File: src/acs_pkg.sv
package acs_pkg;

  // Claim phases, encoded as on the phase output field
  typedef enum logic [2:0] {
    PH_INIT     = 3'd0,
    PH_AGAIN    = 3'd1,
    PH_START    = 3'd2,
    PH_PENDING  = 3'd3,
    PH_FINISHED = 3'd4,
    PH_OPER     = 3'd5,
    PH_FAILED   = 3'd6
  } claim_phase_t;

  // Item operation codes
  localparam logic OP_POLL    = 1'b0;
  localparam logic OP_RESTART = 1'b1;

  // Configuration register indexes
  localparam int unsigned CFG_IDX_W = 8;
  localparam logic [CFG_IDX_W-1:0] REG_START_ADDRESS    = 8'd0;
  localparam logic [CFG_IDX_W-1:0] REG_CLAIM_TIMEOUT_MS = 8'd1;
  localparam int unsigned CFG_DATA_W = 16;

  // Reset values and arithmetic constants
  localparam logic [7:0]  START_ADDRESS_RST = 8'd128;
  localparam logic [15:0] CLAIM_TIMEOUT_RST = 16'd250;
  localparam logic [7:0]  WAIT_RST          = 8'd153;
  localparam logic [7:0]  WAIT_BASE         = 8'd10;
  localparam logic [15:0] WAIT_SPAN         = 16'd153;
  // floor(2^17 / 153), quotient estimate is low by at most one
  localparam logic [9:0]  WAIT_RECIP        = 10'd856;
  localparam int unsigned WAIT_RECIP_SHIFT  = 17;
  localparam logic [8:0]  ADDR_COUNT        = 9'd254;

  typedef struct packed {
    logic        op;
    logic        lost_seen;
    logic [31:0] now_ms;
    logic [14:0] random_value;
  } in_item_t;

  typedef struct packed {
    logic       operational;
    logic [2:0] phase;
    logic [7:0] own_address;
    logic       send_claim;
    logic       send_cannot_claim;
    logic       send_request_claims;
  } out_item_t;

  // Sequencer state carried from item to item
  typedef struct packed {
    claim_phase_t phase;
    logic         lost;
    logic [7:0]   addr;
    logic [31:0]  start_time;
    logic [7:0]   wait_ms;
  } claim_state_t;

endpackage

File: src/acs_step.sv
module acs_step import acs_pkg::*; (
  input  claim_state_t st,
  input  in_item_t     item,
  input  logic [7:0]   start_address,
  input  logic [15:0]  claim_timeout_ms,
  output claim_state_t st_nxt,
  output out_item_t    result
);

  logic         lost_or;
  logic [24:0]  recip_prod;
  logic [7:0]   quot_est;
  logic [15:0]  quot_mul;
  logic [15:0]  rem_raw;
  logic [15:0]  rem;
  logic [7:0]   wait_new;
  logic [31:0]  since;
  logic         wait_done;
  logic         timeout_done;
  logic [8:0]   addr_plus;
  logic [7:0]   addr_inc;
  logic         wrap_home;
  claim_phase_t phase_nxt;
  logic         s_claim;
  logic         s_cannot;
  logic         s_req;

  assign lost_or = st.lost | item.lost_seen;

  // Back-off: 10 + random_value mod 153 by reciprocal multiply and one correction
  assign recip_prod = 25'(item.random_value) * 25'(WAIT_RECIP);
  assign quot_est   = recip_prod[24:WAIT_RECIP_SHIFT];
  assign quot_mul   = 16'(quot_est) * WAIT_SPAN;
  assign rem_raw    = 16'(item.random_value) - quot_mul;
  assign rem        = (rem_raw >= WAIT_SPAN) ? (rem_raw - WAIT_SPAN) : rem_raw;
  assign wait_new   = rem[7:0] + WAIT_BASE;

  // Elapsed tests on wrapping millisecond time
  assign since        = item.now_ms - st.start_time;
  assign wait_done    = since >= 32'(st.wait_ms);
  assign timeout_done = since >= 32'(claim_timeout_ms);

  // Next address modulo 254; a single subtract covers inputs up to 255
  assign addr_plus = 9'(st.addr) + 9'd1;
  assign addr_inc  = (addr_plus >= ADDR_COUNT) ? 8'(addr_plus - ADDR_COUNT) : addr_plus[7:0];
  assign wrap_home = addr_inc == start_address;

  // Next phase
  always_comb begin
    phase_nxt = st.phase;
    if (item.op == OP_RESTART) begin
      phase_nxt = PH_INIT;
    end else begin
      case (st.phase)
        PH_INIT, PH_AGAIN: begin
          phase_nxt = PH_START;
        end
        PH_START: begin
          if (lost_or || wait_done) phase_nxt = PH_PENDING;
        end
        PH_PENDING: begin
          if (lost_or) phase_nxt = wrap_home ? PH_FAILED : PH_AGAIN;
          else if (timeout_done) phase_nxt = PH_FINISHED;
        end
        PH_FINISHED: begin
          if (lost_or) phase_nxt = wrap_home ? PH_FAILED : PH_AGAIN;
          else phase_nxt = PH_OPER;
        end
        PH_OPER: begin
          if (lost_or) phase_nxt = wrap_home ? PH_FAILED : PH_AGAIN;
        end
        default: begin
          phase_nxt = st.phase;
        end
      endcase
    end
  end

  // Data state and frame requests
  always_comb begin
    st_nxt       = st;
    st_nxt.phase = phase_nxt;
    s_claim      = 1'b0;
    s_cannot     = 1'b0;
    s_req        = 1'b0;
    if (item.op == OP_RESTART) begin
      st_nxt.addr = start_address;
      st_nxt.lost = 1'b0;
    end else begin
      st_nxt.lost = lost_or;
      case (st.phase)
        PH_INIT, PH_AGAIN: begin
          st_nxt.lost       = 1'b0;
          st_nxt.start_time = item.now_ms;
          st_nxt.wait_ms    = wait_new;
        end
        PH_START: begin
          s_claim = !lost_or && wait_done;
        end
        PH_PENDING, PH_FINISHED, PH_OPER: begin
          if (lost_or) begin
            st_nxt.lost = 1'b0;
            st_nxt.addr = addr_inc;
            s_cannot    = wrap_home;
          end else if (st.phase == PH_FINISHED) begin
            s_req = 1'b1;
          end
        end
        default: begin
          s_claim = 1'b0;
        end
      endcase
    end
  end

  // Pack the result item
  always_comb begin
    result.operational         = phase_nxt == PH_OPER;
    result.phase               = phase_nxt;
    result.own_address         = st_nxt.addr;
    result.send_claim          = s_claim;
    result.send_cannot_claim   = s_cannot;
    result.send_request_claims = s_req;
  end

endmodule

File: src/address_claim_sequencer.sv
// Address-claim sequencer: each item is one poll (or a restart) and yields exactly one result
// item giving the phase, own address and the frame requests for that step. An accepted item
// lands in an input register and its result is captured in the output register when that
// register is free or being drained, so one item is taken every cycle while the result side
// keeps up; the single-pass step logic between the two registers also updates the claim
// state. Configuration writes (index 0 start address, index 1 claim timeout in ms) are always
// ready and must be issued only while no item is in flight.
module address_claim_sequencer import acs_pkg::*; (
  input  logic                  clk,
  input  logic                  rst_n,
  input  logic                  in_valid,
  output logic                  in_stall,
  input  in_item_t              in_data,
  output logic                  out_valid,
  input  logic                  out_stall,
  output out_item_t             out_data,
  input  logic                  cfg_valid,
  output logic                  cfg_ready,
  input  logic [CFG_IDX_W-1:0]  cfg_index,
  input  logic [CFG_DATA_W-1:0] cfg_data
);

  logic         in_vld_r;
  logic         in_vld_nxt;
  in_item_t     in_item_r;
  logic         out_vld_r;
  logic         out_vld_nxt;
  out_item_t    out_item_r;
  claim_state_t st_r;
  claim_state_t st_nxt;
  out_item_t    step_result;
  logic [7:0]   start_address_r;
  logic [15:0]  claim_timeout_r;
  logic         advance;
  logic         in_accept;

  // Handshake control
  assign advance     = in_vld_r && (!out_vld_r || !out_stall);
  assign in_stall    = in_vld_r && !advance;
  assign in_accept   = in_valid && !in_stall;
  assign in_vld_nxt  = in_accept || (in_vld_r && !advance);
  assign out_vld_nxt = advance || (out_vld_r && out_stall);
  assign out_valid   = out_vld_r;
  assign out_data    = out_item_r;
  assign cfg_ready   = 1'b1;

  acs_step u_step (
    .st               (st_r),
    .item             (in_item_r),
    .start_address    (start_address_r),
    .claim_timeout_ms (claim_timeout_r),
    .st_nxt           (st_nxt),
    .result           (step_result)
  );

  // Stage valids
  always_ff @(posedge clk) begin
    if (!rst_n) begin
      in_vld_r  <= 1'b0;
      out_vld_r <= 1'b0;
    end else begin
      in_vld_r  <= in_vld_nxt;
      out_vld_r <= out_vld_nxt;
    end
  end

  // Capture the input item and the result item
  always_ff @(posedge clk) begin
    if (in_accept) in_item_r <= in_data;
    if (advance) out_item_r <= step_result;
  end

  // Advance the claim state once per item
  always_ff @(posedge clk) begin
    if (!rst_n) begin
      st_r.phase      <= PH_INIT;
      st_r.lost       <= 1'b0;
      st_r.addr       <= START_ADDRESS_RST;
      st_r.start_time <= '0;
      st_r.wait_ms    <= WAIT_RST;
    end else if (advance) begin
      st_r <= st_nxt;
    end
  end

  // Configuration registers
  always_ff @(posedge clk) begin
    if (!rst_n) begin
      start_address_r <= START_ADDRESS_RST;
      claim_timeout_r <= CLAIM_TIMEOUT_RST;
    end else if (cfg_valid && cfg_ready) begin
      case (cfg_index)
        REG_START_ADDRESS:    start_address_r <= cfg_data[7:0];
        REG_CLAIM_TIMEOUT_MS: claim_timeout_r <= cfg_data;
        default:              start_address_r <= start_address_r;
      endcase
    end
  end

  // A cannot-claim request only comes with the failed phase
  a_cannot_failed: assert property (@(posedge clk) disable iff (!rst_n)
    out_vld_r && out_item_r.send_cannot_claim |-> out_item_r.phase == PH_FAILED)
    else $error("cannot-claim request outside failed phase");

  // Operational flag tracks the reported phase
  a_oper_flag: assert property (@(posedge clk) disable iff (!rst_n)
    out_vld_r |-> out_item_r.operational == (out_item_r.phase == PH_OPER))
    else $error("operational flag disagrees with phase");

  // Request of claims only leaves the finished phase
  a_req_from_finished: assert property (@(posedge clk) disable iff (!rst_n)
    advance && step_result.send_request_claims |-> st_r.phase == PH_FINISHED)
    else $error("request of claims outside finished phase");

  // A restart reloads the start address
  a_restart_addr: assert property (@(posedge clk) disable iff (!rst_n)
    advance && in_item_r.op == OP_RESTART |=> st_r.addr == start_address_r)
    else $error("restart did not load start address");

endmodule
File: config.mk
export PLATFORM = sky130hd
export DESIGN_NAME = address_claim_sequencer
export DESIGN_NICKNAME = d
export VERILOG_FILES = /design/src/acs_pkg.sv /design/src/acs_step.sv /design/src/address_claim_sequencer.sv
export SDC_FILE = /design/constraint.sdc
export NUM_CORES = 1
export LEC_CHECK = 0
export ABC_CLOCK_PERIOD_IN_PS = 19390
export BUFFER_PORTS_ARGS = -buffer_cell sky130_fd_sc_hd__buf_4
export CORE_ASPECT_RATIO = 0.6
export CORE_UTILIZATION = 30
export DETAILED_ROUTE_END_ITERATION = 12
export HOLD_SLACK_MARGIN = 0.02
export SYNTH_ARGS = -nofsm -noshare
export SYNTH_HDL_FRONTEND = slang
export SYNTH_HIERARCHICAL = 1
export SYNTH_SLANG_ARGS = --single-unit
File: constraint.sdc
create_clock -name clk -period 19.39 [get_ports clk]
set_clock_uncertainty 0.15 [all_clocks]
set_input_delay 1.939 -clock clk [delete_from_list [all_inputs] [get_ports clk]]
set_output_delay 1.939 -clock clk [all_outputs]
set_load 0.02 [all_outputs]
==> results of run 1 <==
==> layer usage <==
layer	global-route usage (%)	part of all wire, %	vias to the layer above
li1	-	-	5494
met4	3.75	1.3	0
met1	24.2	55	5188
met3	2.52	5.0	19
met2	20.8	39	260
met5	0	0	-
==> cells in the final DEF (no fill, tap or decap), types with 5 or more instances in the layout <==
| cell | n |
|---|---|
| fa_1 | 50 |
| nor3_1 | 22 |
| a211oi_1 | 12 |
| inv_1 | 192 |
| a21oi_1 | 60 |
| nand3_1 | 24 |
| a2111oi_2 | 5 |
| buf_4 | 98 |
| edfxtp_1 | 64 |
| xnor2_1 | 40 |
| nor3b_1 | 5 |
| o21bai_1 | 8 |
| o22ai_1 | 5 |
| or2_2 | 5 |
| o21a_1 | 17 |
| a21boi_0 | 50 |
| a31oi_1 | 11 |
| nor2b_1 | 13 |
| mux2i_1 | 28 |
| clkbuf_16 | 17 |
| or3_1 | 5 |
| o2111a_1 | 7 |
| a21o_1 | 26 |
| xor2_1 | 33 |
| nand2_1 | 241 |
| nand4_1 | 19 |
| nand2b_1 | 13 |
| o21ai_0 | 79 |
| dfxtp_1 | 78 |
| nor2_1 | 59 |
| and3_1 | 11 |
| o211ai_1 | 8 |
| o2111ai_1 | 5 |
| ha_1 | 173 |
| nor4_1 | 13 |
| o31ai_1 | 9 |
| o21ai_1 | 8 |
==> metrics by stage <==
| stage | instance area, sq um | instances | util (%) | setup WS, ns | hold WS (ns) |
|---|---|---|---|---|---|
| 2_1_floorplan | 13500 | 1565 | - | 9.97 | 0.285 |
| 3_3_place_gp | 14500 | 2165 | 33.2 | 9.31 | 0.298 |
| 3_5_place_dp | 14500 | 2165 | 33.2 | 8.92 | 0.302 |
| 4_1_cts | 15200 | 2197 | 34.6 | 8.91 | 0.313 |
| 5_1_grt | 15200 | 2197 | 34.6 | 8.18 | 0.331 |
| 6_report | 15200 | 2197 | 34.6 | 8.92 | 0.310 |
==> cell type report <==
type	instances	share of cell area (%)
clock buffers	19	2.92
flip-flops and latches	142	23.0
multi-input cells	1152	58.5
inverters	194	4.80
clock inverters	13	1.16
well taps	579	4.78
repair buffers	98	4.85
==> worst register-to-register path: cells and delay by family (launching register included) <==
kind	cells	cell delay [ns]
flops	1	0.54
simple gates	10	1.75
fa+ha+maj	11	4.51
buf+inv	5	0.25
xor+xnor	3	0.66
compound gates	11	2.45
==> registers in the layout (all words and copies together), names as in the netlist <==
register,count
in_item_r,49
out_valid,1
claim_timeout_r,16
st_r,52
in_vld_r,1
out_data,15
start_address_r,8
==> cell usage after synthesis (4+ instances only) <==
library cell,n,area share [%]
nand2_1,241,6.7
inv_1,192,5.3
ha_1,173,16
o21ai_0,79,2.9
dfxtp_1,78,12
edfxtp_1,64,14
a21oi_1,60,2.2
nor2_1,59,1.6
a21boi_0,50,2.8
fa_1,50,7.4
xnor2_1,40,2.6
clkbuf_1,37,1.0
xor2_1,33,2.1
mux2i_1,28,2.1
a21o_1,26,1.4
nand3_1,24,0.89
nor3_1,23,0.85
nand4_1,19,0.88
buf_4,17,0.95
o21a_1,17,0.95
buf_2,15,0.56
nor2b_1,14,0.65
nand2b_1,13,0.60
nor4_1,13,0.60
a211oi_1,12,0.67
a31oi_1,11,0.51
and3_1,11,0.51
o31ai_1,9,0.50
o211ai_1,8,0.44
o21ai_1,8,0.30
o21bai_1,8,0.44
o2111a_1,7,0.58
a2111oi_2,5,0.56
buf_6,5,0.42
nor3b_1,5,0.28
o2111ai_1,5,0.32
o22ai_1,5,0.23
or2_2,5,0.23
or3_1,5,0.23
a211o_1,4,0.26
and2_1,4,0.19
==> kinds of logic after synthesis <==
logic type,count (synthesis),synth area share (%)
and+or+nand+nor,471,16.9
muxes,29,2.16
adders and majority gates,223,23.4
AOI/OAI and AO/OA,352,18.0
xor gates and xnor gates,76,5.10
buffers and inverters,271,8.55
DFF,142,25.8
other,1,0.0278
==> worst max path at each step <==
| stage | end | slack, ns | from | cells past startpoint |
|---|---|---|---|---|
| after floorplan | st_r[7] | 9.97 | in_item_r[5] | 40 |
| final | st_r[7] | 8.92 | in_item_r[6] | 40 |
| after detailed placement | st_r[7] | 8.92 | in_item_r[6] | 40 |
| after CTS | st_r[7] | 8.91 | in_item_r[6] | 40 |
| after global placement | st_r[7] | 9.31 | in_item_r[6] | 40 |
| after global routing | st_r[5] | 8.18 | in_item_r[6] | 40 |
==> out/metrics.yaml, run 1 <==
status:
  status: "complete, no violations"
die:
  rows: 59
  fp.dieW_microns: 276
  start_util_pct: 30.8
  dieArea_sq_um: 45900
  boundaryPins: 96
  core_sq_um: 43800
  die_y_microns: 166
yosys:
  seq_area_frac_synth_pct: 25.8
  ys_seq_elements: 142
  async_flop_share_pct: 0
  synth_ff_type: "dfxtp_1"
  yosysWarnings: 6
  synth_edf_count: 64
  postSynthAreaPerCell_sq_um: 8.63
  synth_nets: 1866
  yosysUniqueCellTypes: 101
  syn_area_sq_um: 13500
  syn_inst: 1565
drt:
  via_count: 10961
  dr.first_iter.drc_count: 774
  remaining_drc_errors: 0
  via_per_inst: 4.99
  drt.antenna.violating_nets: 0
  wl_mm: 34.5
  drt_pass1_iterations: 5
  wire_per_inst_microns: 15.7
placed_design:
  place_congestion: 0.869
  hpwl_mm: 26.7
  port_buffers: 94
sta:
  worstMarginPinSlew_ns: 0.951
  rsz0062_at_grt: "false"
  finalCriticalPeriod_ns: 10.47
  finalHoldViolations: 0
  slew_headroom_pct: 36.6
  maxSlewViolCount: 0
  period_share_pct: 54.0
  fmax_mhz: 95.5
  setup_viol: 0
  fin_setup_tns_ns: 0
grt:
  grtUsageTotal_pct: 15.2
  grt_start_max_net_pins: 95
  grt_pass1_wl_mm: 55.8
  grt_antenna_before_repair: 0
  grt_pass1_vias: 10623
  overflow: 0
worst_setup_path:
  cpMostUsedCell: "ha_1"
  cp_slowest_cell: "fa_1"
  end_kind: "flop"
  critPathBufInv: 5
  cp_data_required_time_ns: 19.52
  cp_max_fo: 9
  worstRegToRegCells: 40
  reg2reg_slack_ns: 8.92
  slowest_delay_ns: 0.56
  critical_path_class: "flop to flop"
  r2r-end: "st_r[7]"
  cp_top_family: "adder cells"
  worstReg2RegStart: "in_item_r[6]"
  cp-start-kind: "flop"
  arrival_ns: 10.60
cts:
  cts-root-buf: "clkbuf_16"
  cts_resized: 0
  clk_pin_slew_worst_paths_ns: 0.07
  clk_path_buf_depth: 2
  numCtsBuffers: 17
  clk_latency_ns: 0.45
  cts_hold_buf: 0
  cts.sinks: 142
  postCtsSetupBuffers: 0
  cts_tree: "built"
  cts_max_level: 4
worst_hold_path:
  holdCritPathClass: "flop to flop"
  hold-path-endpoint: "claim_timeout_r[14]"
  holdPathStages: 2
  min_from: "claim_timeout_r[14]"
cells_and_area:
  areaGrowthSynthToFinish_pct: 12.3
  register_area_sq_um: 3480
  drive_above_1_share_pct: 10.8
  multi_input_area_sq_um: 8870
  nFillCells: 4497
  diodes: 0
  nets: 1906
job:
  maxCapViolCount: 0
Power of run 1 is not shown: default switching activity piles up to over one toggle a cycle in this logic, so the estimate is an artifact.
==> run 2, diff against run 1 <==
Settings changed: ABC_CLOCK_PERIOD_IN_PS 19390 to 10300.
Clock period 19.39 ns to 10.3 ns, I/O delays scaled along.
==> run 2 against run 1 <==
Compared with the run above: global-route usage rose by 0.11 points; register-to-register slack worse by 8.4 ns; sequential share of layout area is 0.13 points lower; setup slack worse by 8.4 ns; cell area is 0.58% higher; via count rose by 0.67%.
==> out/metrics.yaml, run 2 (synthesized netlist as in run 1, its figures left out) <==
worst_hold_path:
  holdCritPathClass: "flop to flop"  # unchanged
cts:
  cts_tree: "built"  # unchanged
  numCtsBuffers: 17  # unchanged
  clk_path_buf_depth: 2  # unchanged
  cts-root-buf: "clkbuf_16"  # unchanged
  clk_pin_slew_worst_paths_ns: 0.07  # about the same
  cts_max_level: 4  # unchanged
  clk_latency_ns: 0.45  # about the same
  cts.sinks: 142  # unchanged
grt:
  grt_start_max_net_pins: 95  # unchanged
  grt_pass1_vias: 10347  # was 10,623
  grt_pass1_wl_mm: 56.1  # was 55.8 mm
  overflow: 0  # unchanged
  grtUsageTotal_pct: 15.4  # was 15.2%
  grt_antenna_before_repair: 0  # unchanged
drt:
  wire_per_inst_microns: 15.6  # was 15.7 microns
  drt_pass1_iterations: 5  # unchanged
  drt.antenna.violating_nets: 0  # unchanged
  via_count: 11034  # was 10,961
  via_per_inst: 4.99  # about the same
  remaining_drc_errors: 0  # unchanged
  dr.first_iter.drc_count: 731  # was 774
  wl_mm: 34.5  # about the same
worst_setup_path:
  slowest_delay_ns: 0.55  # was 0.56 ns
  cp_max_fo: 9  # unchanged
  crit_path_start: "in_item_r[10]"  # was in_item_r[6]
  end_kind: "flop"  # unchanged
  cp_top_family: "adder cells"  # unchanged
  reg2reg_slack_ns: 0.56  # was 8.92 ns
  worstReg2RegStart: "in_item_r[10]"  # was in_item_r[6]
  r2r-end: "st_r[5]"  # was st_r[7]
  endpoint: "st_r[5]"  # was st_r[7]
  cp-start-kind: "flop"  # unchanged
  critical_path_class: "flop to flop"  # unchanged
  cp.depth: 40  # unchanged
  cp_slowest_cell: "fa_1"  # unchanged
  arrival_ns: 9.95  # was 10.60 ns
  worstRegToRegCells: 40  # unchanged
  critPathBufInv: 5  # unchanged
  cp_data_required_time_ns: 10.51  # was 19.52 ns
sta:
  period_share_pct: 94.5  # was 54.0%
  worstMarginPinSlew_ns: 0.933  # was 0.951 ns
  fin_setup_tns_ns: 0  # unchanged
  slew_headroom_pct: 37.8  # was 36.6%
  finalCriticalPeriod_ns: 9.74  # was 10.47 ns
  maxSlewViolCount: 0  # unchanged
  finalHoldViolations: 0  # unchanged
  fmax_mhz: 103  # was 95.5 MHz
  whs_ns: 0.309  # was 0.310 ns
  setup_viol: 0  # unchanged
  fin_ws_ns: 0.564  # was 8.92 ns
cells_and_area:
  top_regs: "st_r x52, in_item_r x49, claim_timeout_r x16"  # unchanged
  top_register: "st_r"  # unchanged
  nets: 1919  # was 1,906
  final_common_cell: "nand2_1"  # unchanged
  drive_above_1_share_pct: 11.9  # was 10.8%
  areaGrowthSynthToFinish_pct: 13.0  # was 12.3%
  nFillCells: 4567  # was 4,497
  diodes: 0  # unchanged
  multi_input_area_sq_um: 8910  # was 8870 sq um
  mostFrequentLayoutCells: "241 x nand2_1, 192 x inv_1, 171 x ha_1"  # was 241 x nand2_1, 192 x inv_1, 173 x ha_1
  register_area_sq_um: 3480  # unchanged
  largest_reg_flops: 52  # unchanged
die:
  dieArea_sq_um: 45900  # unchanged
  core_sq_um: 43800  # unchanged
  start_util_pct: 30.8  # unchanged
  fp.dieW_microns: 276  # unchanged
  rows: 59  # unchanged
  die_y_microns: 166  # unchanged
  boundaryPins: 96  # unchanged
placed_design:
  place_ws_ns: -0.0643  # was 8.92 ns
  port_buffers: 94  # unchanged
  hpwl_mm: 26.6  # was 26.7 mm
  place_congestion: 0.881  # was 0.869
status:
  status: "complete, no violations"  # unchanged
job:
  maxCapViolCount: 0  # unchanged
-- run 2: cell count changes in the layout (fill, tap and decap cells not counted), moves of 2 or more --
cell	previous run	this run
buf_4	98	111
ha_2	0	2
ha_1	173	171
inv_8	1	4
bufinv_16	3	1
-- run 2: worst min path at each step --
stage                                    from             endpoint  depth (start not counted)
after floorplan           claim_timeout_r[10]  claim_timeout_r[10]                          2
after global placement    claim_timeout_r[10]  claim_timeout_r[10]                          2
after detailed placement  claim_timeout_r[14]  claim_timeout_r[14]                          2
after CTS                  claim_timeout_r[8]   claim_timeout_r[8]                          2
after global routing                 st_r[29]             st_r[29]                          2
final                      claim_timeout_r[8]   claim_timeout_r[8]                          2
-- run 2: final cells by class --
cell class,instances,share of cell area [%]
clock buffers,17,2.79
clock inverters,15,0.993
inverters,194,4.77
multi-input cells,1152,58.4
flip-flops and latches,142,22.8
well taps,579,4.75
repair buffers,111,5.46
-- run 2: per-stage QoR --
| step | cells | util, % | area (sq um) |
|---|---|---|---|
| finish | 2210 | 34.8 | 15300 |
| global route | 2210 | 34.8 | 15300 |
| CTS | 2204 | 34.6 | 15200 |
| detailed placement | 2172 | 33.3 | 14600 |
| global placement | 2172 | 33.3 | 14600 |
| floorplan | 1565 | - | 13500 |
-- run 2: metal layers --
layer | global-route usage [%] | vias up | part of all wire, %
li1 | - | 5504 | -
met1 | 25.0 | 5241 | 56
met2 | 20.2 | 264 | 38
met3 | 2.23 | 25 | 5.0
met4 | 4.11 | 0 | 1.4
met5 | 0 | - | 0
-- run 2: worst min-delay path: stages, from the launching register on --
cell and delay [ns]:
dfxtp_1 0.31, nand2_1 0.05, mux2i_1 0.05
-- run 2: repair_timing --
item                       in CTS  in global routing
setup endpoints to repair       2                  6
pin swaps                       0                  1
hold buffers                    0                  0
buffers inserted                0                  6
resized for setup               1                  8
Power of run 2 is left out for the same reason.
==> run 3, diff against run 2 <==
Settings changed: ABC_AREA set to 1, TNS_END_PERCENT set to 5.
==> run 3 against run 2 <==
Compared with the run above: largest cell class unchanged; final cell count rose by 20%; non-clock buffer count fell by 14; sequential share of layout area fell by 0.46 points; area after synthesis rose by 2.2%.
==> out/metrics.yaml, run 3 <==
status:
  status: "complete, no violations"  # unchanged
placed_design:
  hpwl_mm: 28.0  # was 26.6 mm
  port_buffers: 94  # unchanged
  place_ws_ns: 1.09  # was -0.0643 ns
  placed_cells: 2613  # was 2,172
  place_congestion: 0.894  # was 0.881
worst_setup_path:
  critPathBufInv: 8  # was 5
  cp_max_fo: 14  # was 9
  slowest_delay_ns: 0.64  # was 0.55 ns
  cp-start-kind: "flop"  # unchanged
  critical_path_class: "flop to flop"  # unchanged
  arrival_ns: 9.41  # was 9.95 ns
  cp_top_family: "adder cells"  # unchanged
  end_kind: "flop"  # unchanged
  cp_slowest_cell: "edfxtp_1"  # was fa_1
  cp_data_required_time_ns: 10.43  # was 10.51 ns
  cpMostUsedCell: "nand2_1"
die:
  dieArea_sq_um: 46900  # was 45,900 sq um
  boundaryPins: 96  # unchanged
  start_util_pct: 30.6  # was 30.8%
  die_y_microns: 168  # was 166 microns
  core_sq_um: 45000  # was 43,800 sq um
  rows: 60  # was 59
  fp.dieW_microns: 279  # was 276 microns
yosys:
  synth_nets: 2276  # was 1,866
  yosysWarnings: 6  # unchanged
  syn_inst: 1975  # was 1,565
  synth_top_area_share_pct: 15.7  # was 16.0%
  yosysUniqueCellTypes: 47  # was 101
  synth_edf_count: 64  # unchanged
  syn_area_sq_um: 13800  # was 13,500 sq um
  async_flop_share_pct: 0  # unchanged
  synth_ff_type: "dfxtp_1"  # unchanged
  ys_seq_elements: 142  # unchanged
  seq_area_frac_synth_pct: 25.3  # was 25.8%
  netlist_top_cells_area: "ha_1 16%, edfxtp_1 14%, nand2_1 13%, dfxtp_1 11%, inv_1 11%"  # was ha_1 16%, edfxtp_1 14%, dfxtp_1 12%, fa_1 7.4%, nand2_1 6.7%
  postSynthAreaPerCell_sq_um: 6.98  # was 8.63 sq um
  yosys-top-cells-count: "491 x nand2_1, 386 x inv_1, 239 x nor2_1"  # was 241 x nand2_1, 192 x inv_1, 173 x ha_1
  synth_top_area_cell: "ha_1"  # unchanged
  yosysMostFrequentCell: "nand2_1"  # unchanged
sta:
  fin_ws_ns: 1.02  # was 0.564 ns
  finalHoldViolations: 0  # unchanged
  slew_headroom_pct: 22.3  # was 37.8%
  finalCriticalPeriod_ns: 9.28  # was 9.74 ns
  rsz0062_at_grt: "false"
  setup_viol: 0  # unchanged
  fin_setup_tns_ns: 0  # unchanged
  maxSlewViolCount: 0  # unchanged
  period_share_pct: 90.1  # was 94.5%
  worstMarginPinSlew_ns: 1.16  # was 0.933 ns
  fmax_mhz: 108  # was 103 MHz
cells_and_area:
  mostFrequentLayoutCells: "491 x nand2_1, 385 x inv_1, 239 x nor2_1"  # was 241 x nand2_1, 192 x inv_1, 171 x ha_1
  largest_reg_flops: 52  # unchanged
  drive_above_1_share_pct: 8.17  # was 11.9%
  top_regs: "st_r x52, in_item_r x49, claim_timeout_r x16"  # unchanged
  final_common_cell: "nand2_1"  # unchanged
  diodes: 0  # unchanged
  nets: 2344  # was 1,919
  fin_cells: 2645  # was 2,210
  top_register: "st_r"  # unchanged
  areaGrowthSynthToFinish_pct: 12.9  # was 13.0%
grt:
  grt_pass1_vias: 11296  # was 10,347
  grtUsageTotal_pct: 15.2  # was 15.4%
  overflow: 0  # unchanged
  grt_antenna_before_repair: 0  # unchanged
  grt_pass1_wl_mm: 57.3  # was 56.1 mm
  grt_start_max_net_pins: 79  # was 95
cts:
  clk_latency_ns: 0.44  # was 0.45 ns
  postCtsSetupBuffers: 0  # unchanged
  cts.sinks: 142  # unchanged
  clk_pin_slew_worst_paths_ns: 0.06  # was 0.07 ns
  cts_max_level: 4  # unchanged
  cts_tree: "built"  # unchanged
  cts_hold_buf: 0  # unchanged
  numCtsBuffers: 17  # unchanged
  cts_resized: 0  # was 1
  cts-root-buf: "clkbuf_16"  # unchanged
  clk_path_buf_depth: 2  # unchanged
worst_hold_path:
  holdCritPathClass: "flop to flop"  # unchanged
drt:
  dr.first_iter.drc_count: 770  # was 731
  via_per_inst: 4.60  # was 4.99
  wl_mm: 34.6  # was 34.5 mm
  via_count: 12160  # was 11,034
  drt.antenna.violating_nets: 0  # unchanged
  remaining_drc_errors: 0  # unchanged
  wire_per_inst_microns: 13.1  # was 15.6 microns
  drt_pass1_iterations: 7  # was 5
job:
  maxCapViolCount: 0  # unchanged
[run 3: changes by cell type in the layout (fill, tap and decap cells not counted), moves of 14 or more]
| cell | change |
|---|---|
| nand2_1 | +250 |
| inv_1 | +193 |
| nor2_1 | +180 |
| nand3_1 | +90 |
| a21boi_0 | -46 |
| o21ai_0 | +33 |
| mux2i_1 | -27 |
| a21o_1 | -23 |
| xnor2_1 | -22 |
| buf_4 | -14 |
| nor3_1 | -14 |
| o21a_1 | -14 |
[run 3: logic make-up after synthesis]
group,Yosys count,share of synthesized area (%)
and+or+nand+nor,918,27.8
other,1,0.0272
muxes,1,0.0726
adders and majority gates,223,22.9
DFF,142,25.3
AOI/OAI and AO/OA,199,7.79
xor gates and xnor gates,53,3.47
buffers and inverters,438,12.7
[run 3: worst min-delay path, delay by kind of cell, from the launching register on]
kind	cells	cell delay (ns)
simple gates	2	0.10
flops	1	0.33
[run 3: through the flow]
| step | util [%] | hold slack, ns | cell area, sq um |
|---|---|---|---|
| finish | 34.6 | 0.311 | 15600 |
| global route | 34.6 | 0.333 | 15600 |
| CTS | 34.6 | 0.314 | 15600 |
| detailed placement | 33.2 | 0.297 | 15000 |
| global placement | 33.2 | 0.299 | 15000 |
| floorplan | - | 0.279 | 13800 |
[run 3: routing by layer]
| layer | share of wire [%] | GRT usage, % |
|---|---|---|
| met4 | 0.86 | 2.87 |
| met5 | 0 | 0 |
| met2 | 39 | 22.1 |
| met3 | 5.6 | 2.36 |
| met1 | 54 | 23.3 |
[run 3: final cells by class]
cell class / instances / area, sq um
Timing Repair Buffer: 97 / 728
Clock buffer: 19 / 433
Tap cell: 589 / 737
Fill cell: 4754 / 29500
Inverter: 390 / 1460
Sequential cell: 142 / 3480
Multi-Input combinational cell: 1395 / 8560
Clock inverter: 13 / 163
[run 3: path summary, 6_finish.rpt]
kind	startpoint	end	slack, ns	depth (start not counted)
setup reg to reg	in_item_r[3]	st_r[4]	1.02	47
hold / removal	claim_timeout_r[3]	claim_timeout_r[3]	0.31	2
setup / recovery	in_item_r[3]	st_r[4]	1.02	47
hold reg to reg	claim_timeout_r[3]	claim_timeout_r[3]	0.31	2
Power of run 3 is left out for the same reason.
